--- src/sv/kphc_pkg.sv ---
// Package: shared types and constants of the key press / hold event classifier.
package kphc_pkg;

    // Width of the key mask and of the hold timer
    localparam int KEY_W = 16;
    localparam int TIMER_W = 16;

    localparam logic [TIMER_W-1:0] HOLD_TIMEOUT_RESET = 16'd2000;

    // Input commands
    localparam logic [1:0] CMD_DOWN = 2'd0;
    localparam logic [1:0] CMD_UP   = 2'd1;
    localparam logic [1:0] CMD_TICK = 2'd2;

    // Event kinds
    localparam logic [1:0] EV_DOWN  = 2'd0;
    localparam logic [1:0] EV_PRESS = 2'd1;
    localparam logic [1:0] EV_UP    = 2'd2;
    localparam logic [1:0] EV_HOLD  = 2'd3;

    // Chord phase, one-hot
    typedef enum logic [2:0] {
        PH_NONE = 3'b001,
        PH_DOWN = 3'b010,
        PH_SENT = 3'b100
    } phase_t;

    // One input request
    typedef struct packed {
        logic [1:0] command;
        logic [3:0] key_index;
    } cmd_item_t;

    // One result
    typedef struct packed {
        logic [1:0]       event_kind;
        logic [KEY_W-1:0] key_bits;
        logic             last;
    } event_item_t;

    // Queue entry: one event, or a press followed by an up
    typedef struct packed {
        logic             pair;
        logic [1:0]       kind;
        logic [KEY_W-1:0] bits;
        logic [KEY_W-1:0] up_bits;
    } qent_t;

endpackage

--- src/sv/kphc_front.sv ---
// Front end: holds key state and hold timer, classifies each request into at most one queue entry.
module kphc_front #(
    parameter int NUM_KEYS = 16
) (
    input  logic                          clk,
    input  logic                          rst_n,
    input  logic                          accept,
    input  kphc_pkg::cmd_item_t           item,
    input  logic                          cfg_we,
    input  logic [kphc_pkg::TIMER_W-1:0]  cfg_data,
    output logic                          enq,
    output kphc_pkg::qent_t               entry
);

    localparam logic [5:0] KeyLimit = 6'(NUM_KEYS);

    logic [kphc_pkg::TIMER_W-1:0] timeout_reg;
    logic [kphc_pkg::KEY_W-1:0]   held_mask_reg, held_mask_next;
    kphc_pkg::phase_t             phase_reg, phase_next;
    logic                         hold_armed_reg, hold_armed_next;
    logic [kphc_pkg::TIMER_W-1:0] hold_count_reg, hold_count_next;
    logic [kphc_pkg::KEY_W-1:0]   hold_chord_reg, hold_chord_next;

    logic [kphc_pkg::KEY_W-1:0]   key_bit;
    logic [kphc_pkg::KEY_W-1:0]   mask_cleared;
    logic                         in_range;
    logic                         is_held;
    kphc_pkg::phase_t             ph_eff;
    logic [kphc_pkg::TIMER_W-1:0] count_inc;
    logic [kphc_pkg::TIMER_W-1:0] limit;

    // Decode of the key and timer helpers
    assign key_bit      = {{(kphc_pkg::KEY_W-1){1'b0}}, 1'b1} << item.key_index;
    assign in_range     = {2'b00, item.key_index} < KeyLimit;
    assign is_held      = |(held_mask_reg & key_bit);
    assign mask_cleared = held_mask_reg & ~key_bit;
    assign count_inc    = hold_count_reg + 1'b1;
    assign limit        = (timeout_reg == '0) ? {{(kphc_pkg::TIMER_W-1){1'b0}}, 1'b1}
                                              : timeout_reg;

    // Phase seen by a new key: empty mask or idle phase starts a chord
    always_comb
    begin
        if (held_mask_reg == '0)
        begin
            ph_eff = kphc_pkg::PH_DOWN;
        end
        else
        begin
            unique case (phase_reg)
                kphc_pkg::PH_NONE: ph_eff = kphc_pkg::PH_DOWN;
                kphc_pkg::PH_DOWN: ph_eff = kphc_pkg::PH_DOWN;
                kphc_pkg::PH_SENT: ph_eff = kphc_pkg::PH_SENT;
                default:           ph_eff = kphc_pkg::PH_NONE;
            endcase
        end
    end

    // Classification and next state
    always_comb
    begin
        held_mask_next  = held_mask_reg;
        phase_next      = phase_reg;
        hold_armed_next = hold_armed_reg;
        hold_count_next = hold_count_reg;
        hold_chord_next = hold_chord_reg;
        enq             = 1'b0;
        entry           = '0;
        if (accept)
        begin
            case (item.command)
                kphc_pkg::CMD_TICK:
                begin
                    if (hold_armed_reg)
                    begin
                        hold_count_next = count_inc;
                        if (count_inc >= limit)
                        begin
                            hold_armed_next = 1'b0;
                            phase_next      = kphc_pkg::PH_SENT;
                            enq             = 1'b1;
                            entry.kind      = kphc_pkg::EV_HOLD;
                            entry.bits      = hold_chord_reg;
                        end
                    end
                end
                kphc_pkg::CMD_DOWN:
                begin
                    if (in_range && !is_held)
                    begin
                        phase_next = ph_eff;
                        if (ph_eff == kphc_pkg::PH_DOWN)
                        begin
                            held_mask_next  = held_mask_reg | key_bit;
                            hold_armed_next = 1'b1;
                            hold_count_next = '0;
                            hold_chord_next = held_mask_reg | key_bit;
                            enq             = 1'b1;
                            entry.kind      = kphc_pkg::EV_DOWN;
                            entry.bits      = key_bit;
                        end
                    end
                end
                kphc_pkg::CMD_UP:
                begin
                    if (in_range && is_held)
                    begin
                        if (phase_reg == kphc_pkg::PH_DOWN)
                        begin
                            enq           = 1'b1;
                            entry.pair    = 1'b1;
                            entry.kind    = kphc_pkg::EV_PRESS;
                            entry.bits    = held_mask_reg;
                            entry.up_bits = key_bit;
                            phase_next    = kphc_pkg::PH_SENT;
                        end
                        else if (phase_reg == kphc_pkg::PH_SENT)
                        begin
                            enq        = 1'b1;
                            entry.kind = kphc_pkg::EV_UP;
                            entry.bits = key_bit;
                        end
                        hold_armed_next = 1'b0;
                        held_mask_next  = mask_cleared;
                        if (mask_cleared == '0)
                        begin
                            phase_next = kphc_pkg::PH_NONE;
                        end
                    end
                end
                default:
                begin
                end
            endcase
        end
    end

    // State registers
    always_ff @(posedge clk or negedge rst_n)
    begin
        if (!rst_n)
        begin
            timeout_reg    <= kphc_pkg::HOLD_TIMEOUT_RESET;
            held_mask_reg  <= '0;
            phase_reg      <= kphc_pkg::PH_NONE;
            hold_armed_reg <= 1'b0;
            hold_count_reg <= '0;
            hold_chord_reg <= '0;
        end
        else
        begin
            if (cfg_we)
            begin
                timeout_reg <= cfg_data;
            end
            held_mask_reg  <= held_mask_next;
            phase_reg      <= phase_next;
            hold_armed_reg <= hold_armed_next;
            hold_count_reg <= hold_count_next;
            hold_chord_reg <= hold_chord_next;
        end
    end

    // An empty mask always means no chord is in progress
    a_empty_mask_idle: assert property (@(posedge clk) disable iff (!rst_n)
        held_mask_reg == '0 |-> phase_reg == kphc_pkg::PH_NONE)
        else $error("key mask empty while chord phase active");

    // A key_down event always arms the hold timer
    a_down_arms: assert property (@(posedge clk) disable iff (!rst_n)
        (enq && entry.kind == kphc_pkg::EV_DOWN && !entry.pair) |=> hold_armed_reg)
        else $error("key_down without hold timer armed");

endmodule

--- src/sv/kphc_queue.sv ---
// Entry queue between the classifier front end and the result back end.
module kphc_queue #(
    parameter int DEPTH = 4
) (
    input  logic            clk,
    input  logic            rst_n,
    input  logic            enq,
    input  kphc_pkg::qent_t enq_data,
    input  logic            deq,
    output kphc_pkg::qent_t head,
    output logic            q_empty,
    output logic            q_full
);

    localparam int PtrW = $clog2(DEPTH);
    localparam int CntW = $clog2(DEPTH + 1);
    localparam logic [PtrW-1:0] LastPtr = PtrW'(DEPTH - 1);
    localparam logic [CntW-1:0] FullCnt = CntW'(DEPTH);

    kphc_pkg::qent_t mem_reg [DEPTH];
    logic [PtrW-1:0] wr_ptr_reg, wr_ptr_next;
    logic [PtrW-1:0] rd_ptr_reg, rd_ptr_next;
    logic [CntW-1:0] count_reg, count_next;

    assign head    = mem_reg[rd_ptr_reg];
    assign q_empty = (count_reg == '0);
    assign q_full  = (count_reg == FullCnt);

    // Pointer and fill count update
    always_comb
    begin
        wr_ptr_next = wr_ptr_reg;
        rd_ptr_next = rd_ptr_reg;
        count_next  = count_reg;
        if (enq)
        begin
            wr_ptr_next = (wr_ptr_reg == LastPtr) ? '0 : wr_ptr_reg + 1'b1;
        end
        if (deq)
        begin
            rd_ptr_next = (rd_ptr_reg == LastPtr) ? '0 : rd_ptr_reg + 1'b1;
        end
        if (enq && !deq)
        begin
            count_next = count_reg + 1'b1;
        end
        else if (deq && !enq)
        begin
            count_next = count_reg - 1'b1;
        end
    end

    always_ff @(posedge clk or negedge rst_n)
    begin
        if (!rst_n)
        begin
            wr_ptr_reg <= '0;
            rd_ptr_reg <= '0;
            count_reg  <= '0;
        end
        else
        begin
            wr_ptr_reg <= wr_ptr_next;
            rd_ptr_reg <= rd_ptr_next;
            count_reg  <= count_next;
        end
    end

    // Entry storage
    always_ff @(posedge clk)
    begin
        if (enq)
        begin
            mem_reg[wr_ptr_reg] <= enq_data;
        end
    end

    // No overflow or underflow of the entry queue
    a_no_overflow: assert property (@(posedge clk) disable iff (!rst_n)
        !(enq && q_full) && !(deq && q_empty))
        else $error("entry queue overflow or underflow");

endmodule

--- src/sv/kphc_back.sv ---
// Back end: expands queue entries into single results held in an output register.
module kphc_back (
    input  logic                  clk,
    input  logic                  rst_n,
    input  kphc_pkg::qent_t       head,
    input  logic                  q_empty,
    output logic                  deq,
    input  logic                  pop,
    output logic                  empty,
    output kphc_pkg::event_item_t result
);

    logic                        out_valid_reg, out_valid_next;
    kphc_pkg::event_item_t       out_reg, out_next;
    logic                        second_pend_reg, second_pend_next;
    logic [kphc_pkg::KEY_W-1:0]  second_bits_reg, second_bits_next;
    logic                        load_ok;

    assign empty   = !out_valid_reg;
    assign result  = out_reg;
    assign load_ok = !out_valid_reg || pop;
    assign deq     = load_ok && !second_pend_reg && !q_empty;

    // Output register load: pending key_up first, then the queue head
    always_comb
    begin
        out_valid_next   = out_valid_reg;
        out_next         = out_reg;
        second_pend_next = second_pend_reg;
        second_bits_next = second_bits_reg;
        if (load_ok)
        begin
            if (second_pend_reg)
            begin
                out_valid_next      = 1'b1;
                out_next.event_kind = kphc_pkg::EV_UP;
                out_next.key_bits   = second_bits_reg;
                out_next.last       = 1'b1;
                second_pend_next    = 1'b0;
            end
            else if (!q_empty)
            begin
                out_valid_next      = 1'b1;
                out_next.event_kind = head.kind;
                out_next.key_bits   = head.bits;
                out_next.last       = !head.pair;
                second_pend_next    = head.pair;
                second_bits_next    = head.up_bits;
            end
            else
            begin
                out_valid_next = 1'b0;
            end
        end
    end

    always_ff @(posedge clk or negedge rst_n)
    begin
        if (!rst_n)
        begin
            out_valid_reg   <= 1'b0;
            second_pend_reg <= 1'b0;
        end
        else
        begin
            out_valid_reg   <= out_valid_next;
            second_pend_reg <= second_pend_next;
        end
    end

    always_ff @(posedge clk)
    begin
        out_reg         <= out_next;
        second_bits_reg <= second_bits_next;
    end

    // A pending key_up only exists behind a press shown on the output
    a_second_behind_press: assert property (@(posedge clk) disable iff (!rst_n)
        second_pend_reg |-> (out_valid_reg && out_reg.event_kind == kphc_pkg::EV_PRESS
                             && !out_reg.last))
        else $error("pending key_up without press on output");

    // A shown result leaves only when taken
    a_hold_until_pop: assert property (@(posedge clk) disable iff (!rst_n)
        (out_valid_reg && !pop) |=> (out_valid_reg && $stable(out_reg)))
        else $error("result dropped or changed before pop");

endmodule

--- src/sv/key_press_hold_event_classifier.sv ---
// Top level of the key press / hold event classifier.
//
//  channel   | handshake              | payload
//  ----------+------------------------+--------------------------------------
//  requests  | push / full            | cmd_item   (command, key_index)
//  results   | pop / empty            | event_item (event_kind, key_bits, last)
//  config    | cfg_valid / cfg_ready  | cfg_data   (hold_timeout_ticks)
//
// One request is taken every cycle while full is low; its results pass through a
// queue entry and then the output register.
// A release during the down phase yields two results on consecutive pops.
// full rises when QUEUE_DEPTH entries wait behind a stalled result consumer.
// Reset clears the key mask, phase and hold timer; the timeout returns to 2000.
// cfg_ready is always high; writes are meant to happen while the block is idle.
module key_press_hold_event_classifier #(
    parameter int NUM_KEYS    = 16,
    parameter int QUEUE_DEPTH = 4
) (
    input  logic                          clk,
    input  logic                          rst_n,
    input  logic                          push,
    output logic                          full,
    input  kphc_pkg::cmd_item_t           cmd_item,
    output logic                          empty,
    input  logic                          pop,
    output kphc_pkg::event_item_t         event_item,
    input  logic                          cfg_valid,
    output logic                          cfg_ready,
    input  logic [kphc_pkg::TIMER_W-1:0]  cfg_data
);

    logic            accept;
    logic            enq;
    logic            deq;
    logic            q_empty;
    logic            q_full;
    kphc_pkg::qent_t enq_data;
    kphc_pkg::qent_t head;

    assign full      = q_full;
    assign accept    = push && !q_full;
    assign cfg_ready = 1'b1;

    kphc_front #(
        .NUM_KEYS (NUM_KEYS)
    ) u_front (
        .clk      (clk),
        .rst_n    (rst_n),
        .accept   (accept),
        .item     (cmd_item),
        .cfg_we   (cfg_valid && cfg_ready),
        .cfg_data (cfg_data),
        .enq      (enq),
        .entry    (enq_data)
    );

    kphc_queue #(
        .DEPTH (QUEUE_DEPTH)
    ) u_queue (
        .clk      (clk),
        .rst_n    (rst_n),
        .enq      (enq),
        .enq_data (enq_data),
        .deq      (deq),
        .head     (head),
        .q_empty  (q_empty),
        .q_full   (q_full)
    );

    kphc_back u_back (
        .clk     (clk),
        .rst_n   (rst_n),
        .head    (head),
        .q_empty (q_empty),
        .deq     (deq),
        .pop     (pop),
        .empty   (empty),
        .result  (event_item)
    );

endmodule

--- config.mk ---
export PLATFORM = sky130hd
export DESIGN_NAME = key_press_hold_event_classifier
export DESIGN_NICKNAME = d
export VERILOG_FILES = /design/src/sv/kphc_pkg.sv /design/src/sv/kphc_front.sv /design/src/sv/kphc_queue.sv /design/src/sv/kphc_back.sv /design/src/sv/key_press_hold_event_classifier.sv
export SDC_FILE = /design/constraint.sdc
export NUM_CORES = 1
export LEC_CHECK = 0
export BUFFER_PORTS_ARGS = -buffer_cell sky130_fd_sc_hd__buf_2
export CORE_UTILIZATION = 58
export CTS_BUF_LIST = sky130_fd_sc_hd__clkbuf_8
export CTS_CLUSTER_DIAMETER = 120
export DETAILED_ROUTE_END_ITERATION = 8
export PLACE_DENSITY = 0.87
export SLEW_MARGIN = 0
export SYNTH_ARGS = -nofsm -noshare
export SYNTH_HDL_FRONTEND = slang
export SYNTH_SLANG_ARGS = --single-unit
--- constraint.sdc ---
create_clock -name clk -period 4.6 [get_ports clk]
set_input_delay 0.46 -clock clk [delete_from_list [all_inputs] [get_ports clk]]
set_output_delay 0.46 -clock clk [all_outputs]
set_load 0.01 [all_outputs]
==> impl_metrics.env <==
export IMPL_outcome="completed"
export IMPL_synth_area_leaders="edfxtp_1 45%, dfrtp_1 15%, mux4_2 6.7%"
export IMPL_setup_worst_path_end="u_queue.count_reg[2]"
export IMPL_arrival_ps=4900
export IMPL_root_buffer="clkbuf_8"
export IMPL_cts_sinks=252
export IMPL_seq_power_share=0.497
export IMPL_grt_util_all_layers=0.249
export IMPL_crit_fanout=7
export IMPL_row_count=51
export IMPL_max_freq_ghz=0.225
export IMPL_swShare=0.294
export IMPL_yosys_warnings=0
export IMPL_worstReg2RegStart="u_front.hold_count_reg[2]"
export IMPL_skew_ps=17.3
export IMPL_powerDensity_mw_per_mm2=477
export IMPL_routed_wl_um=24500
export IMPL_slowest_delay_ps=430
export IMPL_min_period_over_period=0.967
export IMPL_vias=7684
export IMPL_synth_flop_cell="edfxtp_1"
export IMPL_nets=1011
export IMPL_ys_seq_area_frac=0.613
export IMPL_crit_path_start="u_front.hold_count_reg[2]"
export IMPL_slew_headroom=0.247
export IMPL_grt_pass1_wl_um=39500
export IMPL_internal_power_mw=4.40
export IMPL_overflow=0
export IMPL_core_sq_mm=0.0197
export IMPL_die_w_um=144
export IMPL_drv_cap=0
export IMPL_cts_tree="yes"
export IMPL_layout_commonest_cell="edfxtp_1"
export IMPL_ir_drop_mv=0.212
export IMPL_layout_common_cells="175 x edfxtp_1, 104 x nor2_1, 68 x dfrtp_1"
export IMPL_synth_top_area_share=0.448
export IMPL_cts_hold_buf=0
export IMPL_syn2layout_area_growth_pct=11.5
export IMPL_r2r_slack_ps=150
export IMPL_drt_iter0_drc=909
export IMPL_cp_depth=19
export IMPL_leakage_nw=5.02
export IMPL_path_buf_inv=2
export IMPL_clkTransAtPathRegs_ps=60
export IMPL_placed_cells=1182
export IMPL_setup_worst_path_start_class="register"
export IMPL_n_antenna_cell=0
export IMPL_tightest_slew_ps=1130
export IMPL_rr_endpoint="u_queue.count_reg[2]"
export IMPL_synthCells=907
export IMPL_largest_reg_flops=140
export IMPL_ant_nets=0
export IMPL_start_util=0.597
export IMPL_wl_per_cell_um=19.5
export IMPL_dp_hpwl_um=15600
export IMPL_htreeDepth=2
export IMPL_synth_cell_type_count=72
export IMPL_grt_pass1_vias=7670
export IMPL_synthesis_nets=958
export IMPL_drive_gt1_frac=0.214
export IMPL_pre_cts_slack_ps=56.2
export IMPL_cpMaxStageDelayCell="fa_1"
export IMPL_end_kind="register"
export IMPL_final_cells=1254
export IMPL_io_pins=49
export IMPL_die_area_sq_mm=0.0208
export IMPL_drc_errors=0
export IMPL_antenna_found_initial=0
export IMPL_p_comb_frac=0.209
export IMPL_p_total_mw=6.23
export IMPL_power_switching_mw=1.83
export IMPL_cpLargestDelayFamily="simple AND/OR/NAND/NOR gates"
export IMPL_avgViaCountPerCell=6.13
export IMPL_synth_area_sq_mm=0.0117
export IMPL_fp_dieH_um=144
export IMPL_post_route_util=0.665
export IMPL_numPortBuffers=47
export IMPL_final_hold_viol_count=0
export IMPL_clock_power_share=0.294
export IMPL_min_period_ps=4450
export IMPL_crit_type="reg2reg"
export IMPL_first_pass_iters=5
export IMPL_rr_worst_depth=19
export IMPL_synthArstFlopShare=0.306
export IMPL_clock_latency_ps=550
export IMPL_crit_chain="nand3_1 -> nor2_1 -> and3_1 -> and3_1 -> xor2_1 -> ha_1 -> nand4_1 -> a2111oi_2 -> a211oi_1 -> a21oi_1 -> o211a_1 -> o21bai_4 -> inv_2 -> ha_1 -> inv_1 -> fa_1 -> xor2_1 -> nor2_1 -> xor2_1"
export IMPL_holdWs_ps=105
export IMPL_crit_path_frequent_cell="xor2_1"
export IMPL_slew_violations=0
export IMPL_grt_start_max_net_pins=78
export IMPL_setup_viol=0
export IMPL_critPathRequiredTime_ps=5060
export IMPL_synth_top_area_cell="edfxtp_1"
export IMPL_hp_class="in2async"
export IMPL_clock_path_buffers=3
export IMPL_synth_avg_cell_area_sq_um=12.9
export IMPL_final_setup_worst_slack_ps=154
export IMPL_ys_ff_latch=252
export IMPL_synth_edf_count=175
export IMPL_routabilityCongestion=0.915
export IMPL_numCtsBuffers=40
[layer usage]
| metal | vias up | GRT usage | routed length (um) |
|---|---|---|---|
| met3 | 78 | 0.0474 | 1720 |
| li1 | 3484 | - | - |
| met5 | - | 0 | 0 |
| met1 | 3736 | 0.339 | 10500 |
| met4 | 0 | 0.0848 | 614 |
| met2 | 386 | 0.405 | 11700 |
[cell families (layout without fill, tap and decap cells)]
group           Yosys count  in the layout  share of synthesized area
buf+inv                 103            185                     0.0374
mux                      81             81                      0.110
fa+ha+maj                24             24                     0.0262
compound gates          160            160                     0.0862
flops                   252            252                      0.613
xor+xnor                 20             20                     0.0149
simple gates            266            266                      0.112
other cells               1              1                   0.000320
[power by group through the flow]
stage	Combinational [mW]	Clock [mW]	Sequential (mW)
floorplan	1.00	0	3.01
global placement	1.25	0	3.12
detailed placement	1.30	0	3.14
CTS	1.31	1.87	3.10
global route	1.43	1.97	3.15
finish	1.30	1.83	3.10
[worst min-delay path by stage]
| stage | from | to | slack (ps) | cells past startpoint |
|---|---|---|---|---|
| finish | rst_n | u_front.timeout_reg[3] | 100 | 1 |
| global route | cfg_data[15] | u_front.timeout_reg[15] | 120 | 3 |
| floorplan | rst_n | asynchronous set/reset pin | 160 | 0 |
| detailed placement | u_front.hold_chord_reg[15] | u_front.hold_chord_reg[15] | 480 | 1 |
| global placement | u_front.hold_chord_reg[15] | u_front.hold_chord_reg[15] | 470 | 1 |
| CTS | cfg_data[2] | u_front.timeout_reg[2] | 100 | 3 |
[synthesized netlist by cell type, drive strengths merged, types with 4 or more instances]
cell    number
nand3       16
nor4        13
a21oi       59
nor3        28
nor2       109
nand2b      11
mux4        35
and3         6
ha          23
edfxtp     175
nand2       51
nor2b        4
dfstp        7
a31oi       15
nand4        5
o22ai        4
mux2        28
buf         22
clkbuf      33
a221oi      14
o31ai        4
o21ai       41
mux2i       18
xnor2       11
xor2         9
dfrtp       70
inv         48
[timing repair]
item | CTS | global route
endpoints found under the setup margin | 0 | 2
buffers inserted | 0 | 1
gates resized for setup | 0 | 7
[stage by stage]
| stage | instance area [sq um] | TNS (ps) |
|---|---|---|
| floorplan | 11700 | -61040 |
| global placement | 12300 | 0 |
| detailed placement | 12300 | 0 |
| CTS | 13000 | 0 |
| global route | 13100 | -139 |
| finish | 13100 | 0 |
[final cells by class]
cell class	instances	area, sq um
Tap cell	265	332
Clock inverter	28	181
Multi-Input combinational cell	552	4160
Clock buffer	43	592
Inverter	48	180
Timing Repair Buffer	66	430
Sequential cell	252	7190
Fill cell	1394	6580
No activity file was read; power rests on OpenSTA's default activity.
